**src/hdl/cursor_list_store_macros.svh**
```systemverilog
// Assertion macros used by the cursor list store top file.
`ifndef CURSOR_LIST_STORE_MACROS_SVH
`define CURSOR_LIST_STORE_MACROS_SVH

// Consequent must hold in the same cycle as the antecedent.
`define CLS_ASSERT_NOW(label, clk, rst_n, ante, cons) \
    label: assert property (@(posedge clk) disable iff (!rst_n) (ante) |-> (cons)) \
        else $error("cursor list store: same-cycle check failed");

// Consequent must hold in the cycle after the antecedent.
`define CLS_ASSERT_NEXT(label, clk, rst_n, ante, cons) \
    label: assert property (@(posedge clk) disable iff (!rst_n) (ante) |=> (cons)) \
        else $error("cursor list store: next-cycle check failed");

`endif

```
**src/hdl/cls_pkg.sv**
```systemverilog
// Types and constants of the cursor list store.
`default_nettype none

package cls_pkg;

    localparam int VALUE_W  = 32;
    localparam int OPCODE_W = 3;
    localparam int LIMIT_W  = 7;
    localparam logic [LIMIT_W-1:0] LIMIT_RESET = 7'd64;

    typedef enum logic [OPCODE_W-1:0] {
        OP_FIRST      = 3'd0,
        OP_LAST       = 3'd1,
        OP_NEXT       = 3'd2,
        OP_PRIOR      = 3'd3,
        OP_INS_BEFORE = 3'd4,
        OP_INS_AFTER  = 3'd5,
        OP_REMOVE     = 3'd6,
        OP_READ       = 3'd7
    } op_t;

    typedef enum logic [2:0] {
        ST_IDLE,
        ST_EXEC,
        ST_SHIFT,
        ST_DRAIN,
        ST_COMMIT,
        ST_RDWAIT,
        ST_FINISH
    } state_t;

    typedef enum logic [2:0] {
        CMD_NONE,
        CMD_LOAD,
        CMD_EXEC,
        CMD_SHIFT,
        CMD_DRAIN,
        CMD_COMMIT,
        CMD_RDCAP
    } cmd_code_t;

    typedef struct packed {
        cmd_code_t code;
        logic      out_load;
    } ctrl_cmd_t;

    typedef struct packed {
        logic go_shift;
        logic go_commit;
        logic go_read;
        logic shift_last;
    } dp_status_t;

endpackage

`default_nettype wire

```
**src/hdl/cls_if.sv**
```systemverilog
// Valid/ready channel interfaces for list operations and their results.
`default_nettype none

interface cls_in_if;
    logic               valid;
    logic               ready;
    logic [2:0]         opcode;
    logic signed [31:0] value;

    modport source (output valid, output opcode, output value, input ready);
    modport sink (input valid, input opcode, input value, output ready);
endinterface

interface cls_out_if;
    logic               valid;
    logic               ready;
    logic               ok;
    logic signed [31:0] read_value;
    logic               is_empty;
    logic               is_full;

    modport source (output valid, output ok, output read_value, output is_empty,
                    output is_full, input ready);
    modport sink (input valid, input ok, input read_value, input is_empty,
                  input is_full, output ready);
endinterface

`default_nettype wire

```
**src/hdl/cls_ctrl.sv**
```systemverilog
// Sequencing state machine of the cursor list store.
`default_nettype none

module cls_ctrl (
    input  wire logic             clk,
    input  wire logic             rst_n,
    input  wire logic             in_valid,
    output logic                  in_ready,
    output logic                  out_valid,
    input  wire logic             out_ready,
    input  wire cls_pkg::dp_status_t status,
    output cls_pkg::ctrl_cmd_t    cmd
);
    import cls_pkg::*;

    state_t state_reg;
    state_t state_next;
    logic   out_valid_reg;
    logic   out_load;

    always_comb
    begin
        state_next = state_reg;
        unique case (state_reg)
            ST_IDLE:
            begin
                if (in_valid)
                    state_next = ST_EXEC;
            end
            ST_EXEC:
            begin
                if (status.go_shift)
                    state_next = ST_SHIFT;
                else if (status.go_commit)
                    state_next = ST_COMMIT;
                else if (status.go_read)
                    state_next = ST_RDWAIT;
                else
                    state_next = ST_FINISH;
            end
            ST_SHIFT:
            begin
                if (status.shift_last)
                    state_next = ST_DRAIN;
            end
            ST_DRAIN:  state_next = ST_COMMIT;
            ST_COMMIT: state_next = ST_FINISH;
            ST_RDWAIT: state_next = ST_FINISH;
            ST_FINISH:
            begin
                if (!out_valid_reg || out_ready)
                    state_next = ST_IDLE;
            end
            default:   state_next = ST_IDLE;
        endcase
    end

    always_comb
    begin
        cmd.code = CMD_NONE;
        out_load = 1'b0;
        in_ready = 1'b0;
        unique case (state_reg)
            ST_IDLE:
            begin
                in_ready = 1'b1;
                if (in_valid)
                    cmd.code = CMD_LOAD;
            end
            ST_EXEC:   cmd.code = CMD_EXEC;
            ST_SHIFT:  cmd.code = CMD_SHIFT;
            ST_DRAIN:  cmd.code = CMD_DRAIN;
            ST_COMMIT: cmd.code = CMD_COMMIT;
            ST_RDWAIT: cmd.code = CMD_RDCAP;
            ST_FINISH: out_load = !out_valid_reg || out_ready;
            default:   cmd.code = CMD_NONE;
        endcase
        cmd.out_load = out_load;
    end

    always_ff @(posedge clk or negedge rst_n)
    begin
        if (!rst_n)
        begin
            state_reg     <= ST_IDLE;
            out_valid_reg <= 1'b0;
        end
        else
        begin
            state_reg <= state_next;
            if (out_load)
                out_valid_reg <= 1'b1;
            else if (out_ready)
                out_valid_reg <= 1'b0;
        end
    end

    assign out_valid = out_valid_reg;

endmodule

`default_nettype wire

```
**src/hdl/cls_datapath.sv**
```systemverilog
// Entry store, count, cursor and result registers of the cursor list store.
`default_nettype none

module cls_datapath #(
    parameter int CAPACITY = 64
) (
    input  wire logic               clk,
    input  wire logic               rst_n,
    input  wire logic               cfg_we,
    input  wire logic [6:0]         cfg_wdata,
    input  wire logic [2:0]         opcode,
    input  wire logic signed [31:0] value,
    input  wire cls_pkg::ctrl_cmd_t cmd,
    output cls_pkg::dp_status_t     status,
    output logic                    ok,
    output logic signed [31:0]      read_value,
    output logic                    is_empty,
    output logic                    is_full
);
    import cls_pkg::*;

    localparam int IDX_W = (CAPACITY > 1) ? $clog2(CAPACITY) : 1;
    localparam int CNT_W = $clog2(CAPACITY + 1);
    localparam int LW    = (CNT_W > LIMIT_W) ? CNT_W : LIMIT_W;

    logic [VALUE_W-1:0] mem [CAPACITY];
    logic [VALUE_W-1:0] rdata_reg;

    logic [CNT_W-1:0]   count_reg;
    logic [IDX_W-1:0]   cursor_reg;
    logic [LIMIT_W-1:0] limit_reg;

    op_t                op_reg;
    logic [VALUE_W-1:0] val_reg;
    logic [IDX_W-1:0]   pos_reg;
    logic [IDX_W-1:0]   rd_addr_reg;
    logic [IDX_W-1:0]   end_reg;
    logic [IDX_W-1:0]   wr_addr_reg;
    logic               wr_pend_reg;
    logic               res_ok_reg;
    logic [VALUE_W-1:0] res_rd_reg;
    logic               out_ok_reg;
    logic [VALUE_W-1:0] out_rd_reg;
    logic               out_empty_reg;
    logic               out_full_reg;

    logic               empty;
    logic               full;
    logic [CNT_W-1:0]   cur_cnt;
    logic [CNT_W-1:0]   cur_inc;
    logic               has_next;
    logic               is_insert;
    logic [CNT_W-1:0]   ins_pos_cnt;
    logic               ins_shift;
    logic               exec_ok;
    logic               shift_last;

    logic               mem_we;
    logic [IDX_W-1:0]   mem_waddr;
    logic [VALUE_W-1:0] mem_wdata;
    logic [IDX_W-1:0]   mem_raddr;

    always_comb
    begin
        empty     = (count_reg == '0);
        // A limit above the store depth is clipped to the depth.
        full      = (LW'(count_reg) >= LW'(limit_reg)) || (count_reg >= CNT_W'(CAPACITY));
        cur_cnt   = CNT_W'(cursor_reg);
        cur_inc   = cur_cnt + 1'b1;
        has_next  = (cur_inc < count_reg);
        is_insert = (op_reg == OP_INS_BEFORE) || (op_reg == OP_INS_AFTER);
        if (empty)
            ins_pos_cnt = '0;
        else if (op_reg == OP_INS_BEFORE)
            ins_pos_cnt = cur_cnt;
        else
            ins_pos_cnt = cur_inc;
        ins_shift  = (ins_pos_cnt < count_reg);
        shift_last = (rd_addr_reg == end_reg);

        unique case (op_reg)
            OP_FIRST, OP_LAST:         exec_ok = !empty;
            OP_NEXT:                   exec_ok = !empty && has_next;
            OP_PRIOR:                  exec_ok = !empty && (cursor_reg != '0);
            OP_INS_BEFORE, OP_INS_AFTER: exec_ok = !full;
            OP_REMOVE, OP_READ:        exec_ok = !empty;
            default:                   exec_ok = 1'b0;
        endcase

        status.go_shift   = (is_insert && !full && ins_shift)
                         || ((op_reg == OP_REMOVE) && !empty && has_next);
        status.go_commit  = (is_insert && !full && !ins_shift)
                         || ((op_reg == OP_REMOVE) && !empty && !has_next);
        status.go_read    = (op_reg == OP_READ) && !empty;
        status.shift_last = shift_last;
    end

    // One write and one registered read per cycle; the shift reads one entry
    // while writing the one read in the cycle before to its new place.
    always_comb
    begin
        mem_we    = ((cmd.code == CMD_SHIFT) && wr_pend_reg) || (cmd.code == CMD_DRAIN)
                 || ((cmd.code == CMD_COMMIT) && is_insert);
        mem_waddr = (cmd.code == CMD_COMMIT) ? pos_reg : wr_addr_reg;
        mem_wdata = (cmd.code == CMD_COMMIT) ? val_reg : rdata_reg;
        mem_raddr = (cmd.code == CMD_EXEC) ? cursor_reg : rd_addr_reg;
    end

    always_ff @(posedge clk)
    begin
        if (mem_we)
            mem[mem_waddr] <= mem_wdata;
        rdata_reg <= mem[mem_raddr];
    end

    always_ff @(posedge clk or negedge rst_n)
    begin
        if (!rst_n)
        begin
            count_reg   <= '0;
            cursor_reg  <= '0;
            limit_reg   <= LIMIT_RESET;
            wr_pend_reg <= 1'b0;
        end
        else
        begin
            if (cfg_we)
                limit_reg <= cfg_wdata;
            case (cmd.code)
                CMD_EXEC:
                begin
                    wr_pend_reg <= 1'b0;
                    case (op_reg)
                        OP_FIRST:
                        begin
                            if (!empty)
                                cursor_reg <= '0;
                        end
                        OP_LAST:
                        begin
                            if (!empty)
                                cursor_reg <= IDX_W'(count_reg - 1'b1);
                        end
                        OP_NEXT:
                        begin
                            if (!empty && has_next)
                                cursor_reg <= cursor_reg + 1'b1;
                        end
                        OP_PRIOR:
                        begin
                            if (!empty && (cursor_reg != '0))
                                cursor_reg <= cursor_reg - 1'b1;
                        end
                        default:
                        begin
                        end
                    endcase
                end
                CMD_SHIFT:
                begin
                    wr_pend_reg <= 1'b1;
                end
                CMD_COMMIT:
                begin
                    if (is_insert)
                    begin
                        count_reg  <= count_reg + 1'b1;
                        cursor_reg <= pos_reg;
                    end
                    else
                    begin
                        count_reg <= count_reg - 1'b1;
                        // Removing the last entry pulls the cursor back one.
                        if ((cur_inc == count_reg) && (cursor_reg != '0))
                            cursor_reg <= cursor_reg - 1'b1;
                    end
                end
                default:
                begin
                end
            endcase
        end
    end

    always_ff @(posedge clk)
    begin
        case (cmd.code)
            CMD_LOAD:
            begin
                op_reg  <= op_t'(opcode);
                val_reg <= value;
            end
            CMD_EXEC:
            begin
                res_ok_reg <= exec_ok;
                res_rd_reg <= '0;
                if (op_reg == OP_REMOVE)
                begin
                    pos_reg     <= cursor_reg;
                    rd_addr_reg <= IDX_W'(cur_inc);
                    end_reg     <= IDX_W'(count_reg - 1'b1);
                end
                else
                begin
                    pos_reg     <= IDX_W'(ins_pos_cnt);
                    rd_addr_reg <= IDX_W'(count_reg - 1'b1);
                    end_reg     <= IDX_W'(ins_pos_cnt);
                end
            end
            CMD_SHIFT:
            begin
                if (is_insert)
                begin
                    wr_addr_reg <= rd_addr_reg + 1'b1;
                    if (!shift_last)
                        rd_addr_reg <= rd_addr_reg - 1'b1;
                end
                else
                begin
                    wr_addr_reg <= rd_addr_reg - 1'b1;
                    if (!shift_last)
                        rd_addr_reg <= rd_addr_reg + 1'b1;
                end
            end
            CMD_RDCAP:
            begin
                res_rd_reg <= rdata_reg;
            end
            default:
            begin
            end
        endcase
        if (cmd.out_load)
        begin
            out_ok_reg    <= res_ok_reg;
            out_rd_reg    <= res_rd_reg;
            out_empty_reg <= empty;
            out_full_reg  <= full;
        end
    end

    assign ok         = out_ok_reg;
    assign read_value = signed'(out_rd_reg);
    assign is_empty   = out_empty_reg;
    assign is_full    = out_full_reg;

endmodule

`default_nettype wire

```
**src/hdl/cursor_list_store.sv**
```systemverilog
// Ordered list of signed words with a cursor: ingress on item, results on result.
// Each transfer on item carries an opcode (first, last, next, prior, insert before,
// insert after, remove, read) and a value used only by the inserts. Every item gives
// exactly one transfer on result with ok, read_value, is_empty and is_full.
// One item is worked on at a time; item.ready is high only while the block is idle.
// Moves and refused operations go from ST_EXEC straight to ST_FINISH; a read passes ST_RDWAIT.
// Insert and remove move the entries behind the insertion or removal point through
// the store one per cycle in ST_SHIFT, then pass ST_DRAIN and ST_COMMIT; at most
// CAPACITY - 1 entries move, and when none move they go from ST_EXEC to ST_COMMIT.
// The result sits in an output register; the next item is taken while it waits, and
// that item's result is held back until the waiting one has been transferred.
// cfg_we writes the capacity limit from cfg_wdata; write it only while idle.
// Reset clears the list, the cursor and the result channel and sets the limit to 64;
// stored words are not cleared, and no entry is read before it has been written.
`default_nettype none
`include "cursor_list_store_macros.svh"

module cursor_list_store #(
    parameter int CAPACITY = 64
) (
    input  wire logic       clk,
    input  wire logic       rst_n,
    input  wire logic       cfg_we,
    input  wire logic [6:0] cfg_wdata,
    cls_in_if.sink          item,
    cls_out_if.source       result
);
    import cls_pkg::*;

    ctrl_cmd_t  cmd;
    dp_status_t status;
    logic       in_ready;
    logic       out_valid;

    cls_ctrl u_ctrl (
        .clk       (clk),
        .rst_n     (rst_n),
        .in_valid  (item.valid),
        .in_ready  (in_ready),
        .out_valid (out_valid),
        .out_ready (result.ready),
        .status    (status),
        .cmd       (cmd)
    );

    cls_datapath #(
        .CAPACITY (CAPACITY)
    ) u_datapath (
        .clk        (clk),
        .rst_n      (rst_n),
        .cfg_we     (cfg_we),
        .cfg_wdata  (cfg_wdata),
        .opcode     (item.opcode),
        .value      (item.value),
        .cmd        (cmd),
        .status     (status),
        .ok         (result.ok),
        .read_value (result.read_value),
        .is_empty   (result.is_empty),
        .is_full    (result.is_full)
    );

    assign item.ready   = in_ready;
    assign result.valid = out_valid;

    `CLS_ASSERT_NEXT(a_one_item_at_a_time, clk, rst_n, item.valid && item.ready, !item.ready)
    `CLS_ASSERT_NOW(a_no_intake_while_shifting, clk, rst_n, cmd.code == CMD_SHIFT, !item.ready)
    `CLS_ASSERT_NOW(a_refused_reads_zero, clk, rst_n, result.valid && !result.ok, result.read_value == 32'sd0)

endmodule

`default_nettype wire

```
**src/flat_wrapper.sv**
```systemverilog
// flat-port wrapper written by rule: the top's interface ports become plain ports
module cursor_list_store_flat import cls_pkg::*;
#(
    parameter int CAPACITY = 64
)
  (clk, rst_n, cfg_we, cfg_wdata, item_valid, item_opcode, item_value, item_ready, result_valid, result_ok, result_read_value, result_is_empty, result_is_full, result_ready);
  cls_in_if item_i ();
  cls_out_if result_i ();
  input  wire logic clk;
  input  wire logic rst_n;
  input  wire logic cfg_we;
  input  wire logic [6:0] cfg_wdata;
  input wire logic [$bits(item_i.valid)-1:0] item_valid;
  input wire logic [$bits(item_i.opcode)-1:0] item_opcode;
  input wire logic [$bits(item_i.value)-1:0] item_value;
  output wire logic [$bits(item_i.ready)-1:0] item_ready;
  output wire logic [$bits(result_i.valid)-1:0] result_valid;
  output wire logic [$bits(result_i.ok)-1:0] result_ok;
  output wire logic [$bits(result_i.read_value)-1:0] result_read_value;
  output wire logic [$bits(result_i.is_empty)-1:0] result_is_empty;
  output wire logic [$bits(result_i.is_full)-1:0] result_is_full;
  input wire logic [$bits(result_i.ready)-1:0] result_ready;
  assign item_i.valid = item_valid;
  assign item_i.opcode = item_opcode;
  assign item_i.value = item_value;
  assign item_ready = item_i.ready;
  assign result_valid = result_i.valid;
  assign result_ok = result_i.ok;
  assign result_read_value = result_i.read_value;
  assign result_is_empty = result_i.is_empty;
  assign result_is_full = result_i.is_full;
  assign result_i.ready = result_ready;
  cursor_list_store #(.CAPACITY(CAPACITY)) u_core (.clk(clk), .rst_n(rst_n), .cfg_we(cfg_we), .cfg_wdata(cfg_wdata), .item(item_i), .result(result_i));
endmodule
```
**config.mk**
```make
export PLATFORM = sky130hd
export DESIGN_NAME = cursor_list_store_flat
export DESIGN_NICKNAME = d
export VERILOG_FILES = /design/src/hdl/cls_pkg.sv /design/src/hdl/cls_if.sv /design/src/hdl/cls_ctrl.sv /design/src/hdl/cls_datapath.sv /design/src/hdl/cursor_list_store.sv /design/src/flat_wrapper.sv
export VERILOG_INCLUDE_DIRS = /design/src /design/src/hdl
export SDC_FILE = /design/constraint.sdc
export NUM_CORES = 2
export LEC_CHECK = 0
export ABC_AREA = 1
export BUFFER_PORTS_ARGS = -buffer_cell sky130_fd_sc_hd__buf_4
export CORE_UTILIZATION = 43
export CTS_CLUSTER_SIZE = 28
export DETAILED_ROUTE_END_ITERATION = 8
export PLACE_DENSITY = 0.6
export SLEW_MARGIN = 20
export SYNTH_ARGS = -nofsm -noshare
export SYNTH_HDL_FRONTEND = slang
export SYNTH_SLANG_ARGS = --single-unit
```
**constraint.sdc**
```tcl
create_clock -name clk -period 4.4 [get_ports clk]
set_clock_uncertainty 0.2 [all_clocks]
set_input_delay 0.88 -clock clk [delete_from_list [all_inputs] [get_ports clk]]
set_output_delay 0.88 -clock clk [all_outputs]
set_load 0.02 [all_outputs]
```
==> flow_metrics.env <==
export IMPL_status="finished, final reports clean"
export IMPL_io_pins=84
export IMPL_drtIter0Drc=8232
export IMPL_largest_reg_flops=2048
export IMPL_synth_nets=9096
export IMPL_insertion_delay_ps=880
export IMPL_core_mm2=0.222
export IMPL_critPathTopFamily="simple AND/OR/NAND/NOR gates"
export IMPL_crit_required_ps=5010
export IMPL_critical_path_max_stage_delay_ps=860
export IMPL_grt_ovfl_total=0
export IMPL_cts_buffers=224
export IMPL_power_mw=87.7
export IMPL_die_y_um=475
export IMPL_cts_tree="yes"
export IMPL_grt_pass1_wl_um=412000
export IMPL_p_comb_frac=0.457
export IMPL_grtUsageTotal=0.250
export IMPL_fp_row_count=173
export IMPL_ys_flop_type="edfxtp_1"
export IMPL_die_x_um=475
export IMPL_worst_path_buf_inv=3
export IMPL_clock_path_buffers=3
export IMPL_hold_path_class="in -> reg"
export IMPL_fin_nets=9280
export IMPL_n_fill_cell=19500
export IMPL_area_delta_synth_final_pct=14.9
export IMPL_crit_path_max_fanout=38
export IMPL_multi_input_area_mm2=0.0219
export IMPL_seq_power_share=0.334
export IMPL_register_area_mm2=0.0666
export IMPL_synth_edff_count=2175
export IMPL_start_util=0.432
export IMPL_clock_power_share=0.209
export IMPL_cts_sinks=2232
export IMPL_setup_viol=0
export IMPL_hold_viol=0
export IMPL_largest_register="u_core.u_datapath.mem"
export IMPL_maxSlewViolCount=0
export IMPL_switching_share=0.439
export IMPL_netlist_area_mm2=0.0960
export IMPL_io_buffers=83
export IMPL_globalplace_congestion=0.879
export IMPL_period_share=0.932
export IMPL_relSlewSlack=0.217
export IMPL_peakVddDrop_v=0.000864
export IMPL_root_buffer="clkbuf_16"
export IMPL_arrival_ps=4710
export IMPL_p_leak_nw=45.0
export IMPL_drv_cap=0
export IMPL_power_density_mw_per_mm2=795
export IMPL_yosys_warnings=0
export IMPL_viasPerCell=5.30
export IMPL_internal_power_mw=49.2
export IMPL_post_drt_wl_per_cell_um=23.0
export IMPL_critPathMostFrequentCell="nand3_1"
export IMPL_period_needed_ps=4100
export IMPL_first_global_vias=61400
export IMPL_avgSynthCellArea_um2=10.6
export IMPL_drc=0
export IMPL_crit_path_top_delay_cell="o21ai_4"
export IMPL_place_ws_ps=441
export IMPL_antenna_found_initial=7
export IMPL_synth_ff_latch_count=2232
export IMPL_grt_start_max_net_pins=129
export IMPL_drive_above_1_share=0.0865
export IMPL_h_tree_depth=4
export IMPL_tightest_slew_ps=1170
export IMPL_final_antenna_net_count=0
export IMPL_path_class="reg -> reg"
export IMPL_hpwl_um=165000
export IMPL_power_switching_mw=38.5
export IMPL_max_freq_mhz=244
export IMPL_hold_worst_slack_ps=65.5
export IMPL_cts_reportedPaths_clkPinSlew_ps=60
export IMPL_synthArstFlopShare=0.0112
export IMPL_die_area_mm2=0.225
export IMPL_synth_cells=9022
export IMPL_post_cts_buffers=0
export IMPL_rsz0062_at_grt="no"
export IMPL_crit_chain="inv_2, nand2_4, o21ai_4, buf_4, buf_4, nand3_1, nand3_1, nand3_1, nand3_1, nand3_1, nand2_1"
export IMPL_synth_distinct_cells=48
export IMPL_ys_seq_area_frac=0.693
export IMPL_vias=65500
export IMPL_start_kind="register"
export IMPL_crit_path_end_kind="register"
export IMPL_firstDrtPassIters=5
export IMPL_fin_ws_ps=297
export IMPL_cts_resized_gates=0
export IMPL_finalWirelength_um=284000
## power by group through the flow
stage / Combinational, mW / Sequential (mW) / Clock, mW
3_3_place_gp: 38.5 / 29.8 / 0
2_1_floorplan: 21.6 / 30.0 / 0
5_1_grt: 42.7 / 29.4 / 19.3
3_5_place_dp: 39.2 / 29.7 / 0
6_report: 40.1 / 29.3 / 18.3
4_1_cts: 39.4 / 29.3 / 18.5
## logic make-up (layout without fill, tap and decap cells)
group	after synthesis	after routing	share of synthesized area
other	0	3	0
DFF	2232	2232	0.693
muxes	2	2	0.000221
AOI/OAI and AO/OA	264	264	0.0178
buffers and inverters	2090	2458	0.0884
adders and majority gates	27	27	0.00352
xor gates and xnor gates	25	25	0.00228
and+or+nand+nor	4382	4382	0.194
## cell usage in the layout (no fill, tap or decap), types with 5 or more instances in the layout
| cell type | instances |
|---|---|
| nor2_1 | 87 |
| xnor2_1 | 6 |
| clkbuf_16 | 226 |
| clkbuf_1 | 55 |
| bufinv_16 | 12 |
| clkinvlp_4 | 5 |
| ha_1 | 27 |
| o211ai_1 | 131 |
| inv_1 | 1617 |
| edfxtp_1 | 2175 |
| a21oi_1 | 24 |
| inv_2 | 6 |
| inv_6 | 6 |
| dfrtp_1 | 24 |
| buf_4 | 243 |
| o21ai_4 | 38 |
| buf_16 | 10 |
| nor2_4 | 65 |
| buf_12 | 128 |
| xor2_1 | 19 |
| dlygate4sd3_1 | 40 |
| dfxtp_1 | 32 |
| nand2_1 | 2497 |
| nand4_1 | 9 |
| clkinv_2 | 44 |
| clkinv_1 | 53 |
| o21ai_0 | 52 |
| nand3_1 | 1699 |
## final timing paths
kind | from | to | slack (ps) | cells past startpoint
worst max-delay path | u_core.u_ctrl.state_reg[2]$_DFFE_PN0P_ | u_core.u_datapath.rdata_reg[16]$_DFF_P_ | 300 | 11
worst min-delay path | cfg_wdata[1] | u_core.u_datapath.limit_reg[1]$_DFFE_PN0P_ | 70 | 3
worst max register to register | u_core.u_ctrl.state_reg[2]$_DFFE_PN0P_ | u_core.u_datapath.rdata_reg[16]$_DFF_P_ | 300 | 11
worst min register to register | u_core.u_datapath.res_rd_reg[24]$_SDFFCE_PP0P_ | u_core.u_datapath.read_value[24]$_DFFE_PP_ | 200 | 0
max in group asynchronous | rst_n | u_core.u_datapath.limit_reg[6]$_DFFE_PN1P_ | 3400 | 2
min in group asynchronous | rst_n | u_core.u_datapath.count_reg[5]$_DFFE_PN0P_ | 280 | 2
## metal layers
metal | track usage | part of all wire
met1 | 0.359 | 0.43
met2 | 0.382 | 0.45
met3 | 0.0437 | 0.093
met4 | 0.0861 | 0.032
met5 | 0 | 0
## worst reg2reg max path, delay by kind of cell, from the launching register on
kind                   cells  cell delay [ps]
AOI/OAI and AO/OA          1              870
and+or+nand+nor            7             1420
DFF                        1              490
buffers and inverters      3             1080
## synthesized netlist by cell type (4+ instances only)
library cell,n,share of area
o21ai_0,85,0.0044
nand4_1,9,0.00059
clkbuf_1,36,0.0014
dfxtp_1,32,0.0067
nor2_1,149,0.0058
xor2_1,19,0.0017
o211ai_1,131,0.010
nor3_1,8,0.00042
inv_1,1618,0.063
buf_2,382,0.020
edfxtp_1,2175,0.68
buf_4,29,0.0023
xnor2_1,6,0.00055
dfrtp_1,24,0.0063
buf_1,8,0.00031
a21oi_1,24,0.0013
buf_6,8,0.00094
or2_2,4,0.00026
nand2_1,2498,0.098
inv_2,7,0.00027
nand3_1,1699,0.089
ha_1,27,0.0035
## area by class of cell
type                    instances  share of cell area
diodes                          3           0.0000680
clock buffers                 281              0.0531
clock inverters               129             0.00987
inverters                    1627              0.0555
multi-input cells            4700               0.198
flip-flops and latches       2232               0.603
well taps                    2975              0.0337
repair buffers                421              0.0459
## repair_timing
action | CTS | global route
endpoints found under the setup margin | 0 | 0
hold buffers | 40 | 0
hold endpoints to repair | 64 | 0
## through the flow
step | instances | TNS (ps) | area, um2 | util
finish | 12400 | 0 | 110000 | 0.497
detailed placement | 11900 | 0 | 103000 | 0.463
CTS | 12400 | 0 | 110000 | 0.496
global placement | 11900 | 0 | 103000 | 0.462
global route | 12400 | 0 | 110000 | 0.497
floorplan | 9022 | -30210 | 96000 | -
Power figures use the tool's default switching activity.
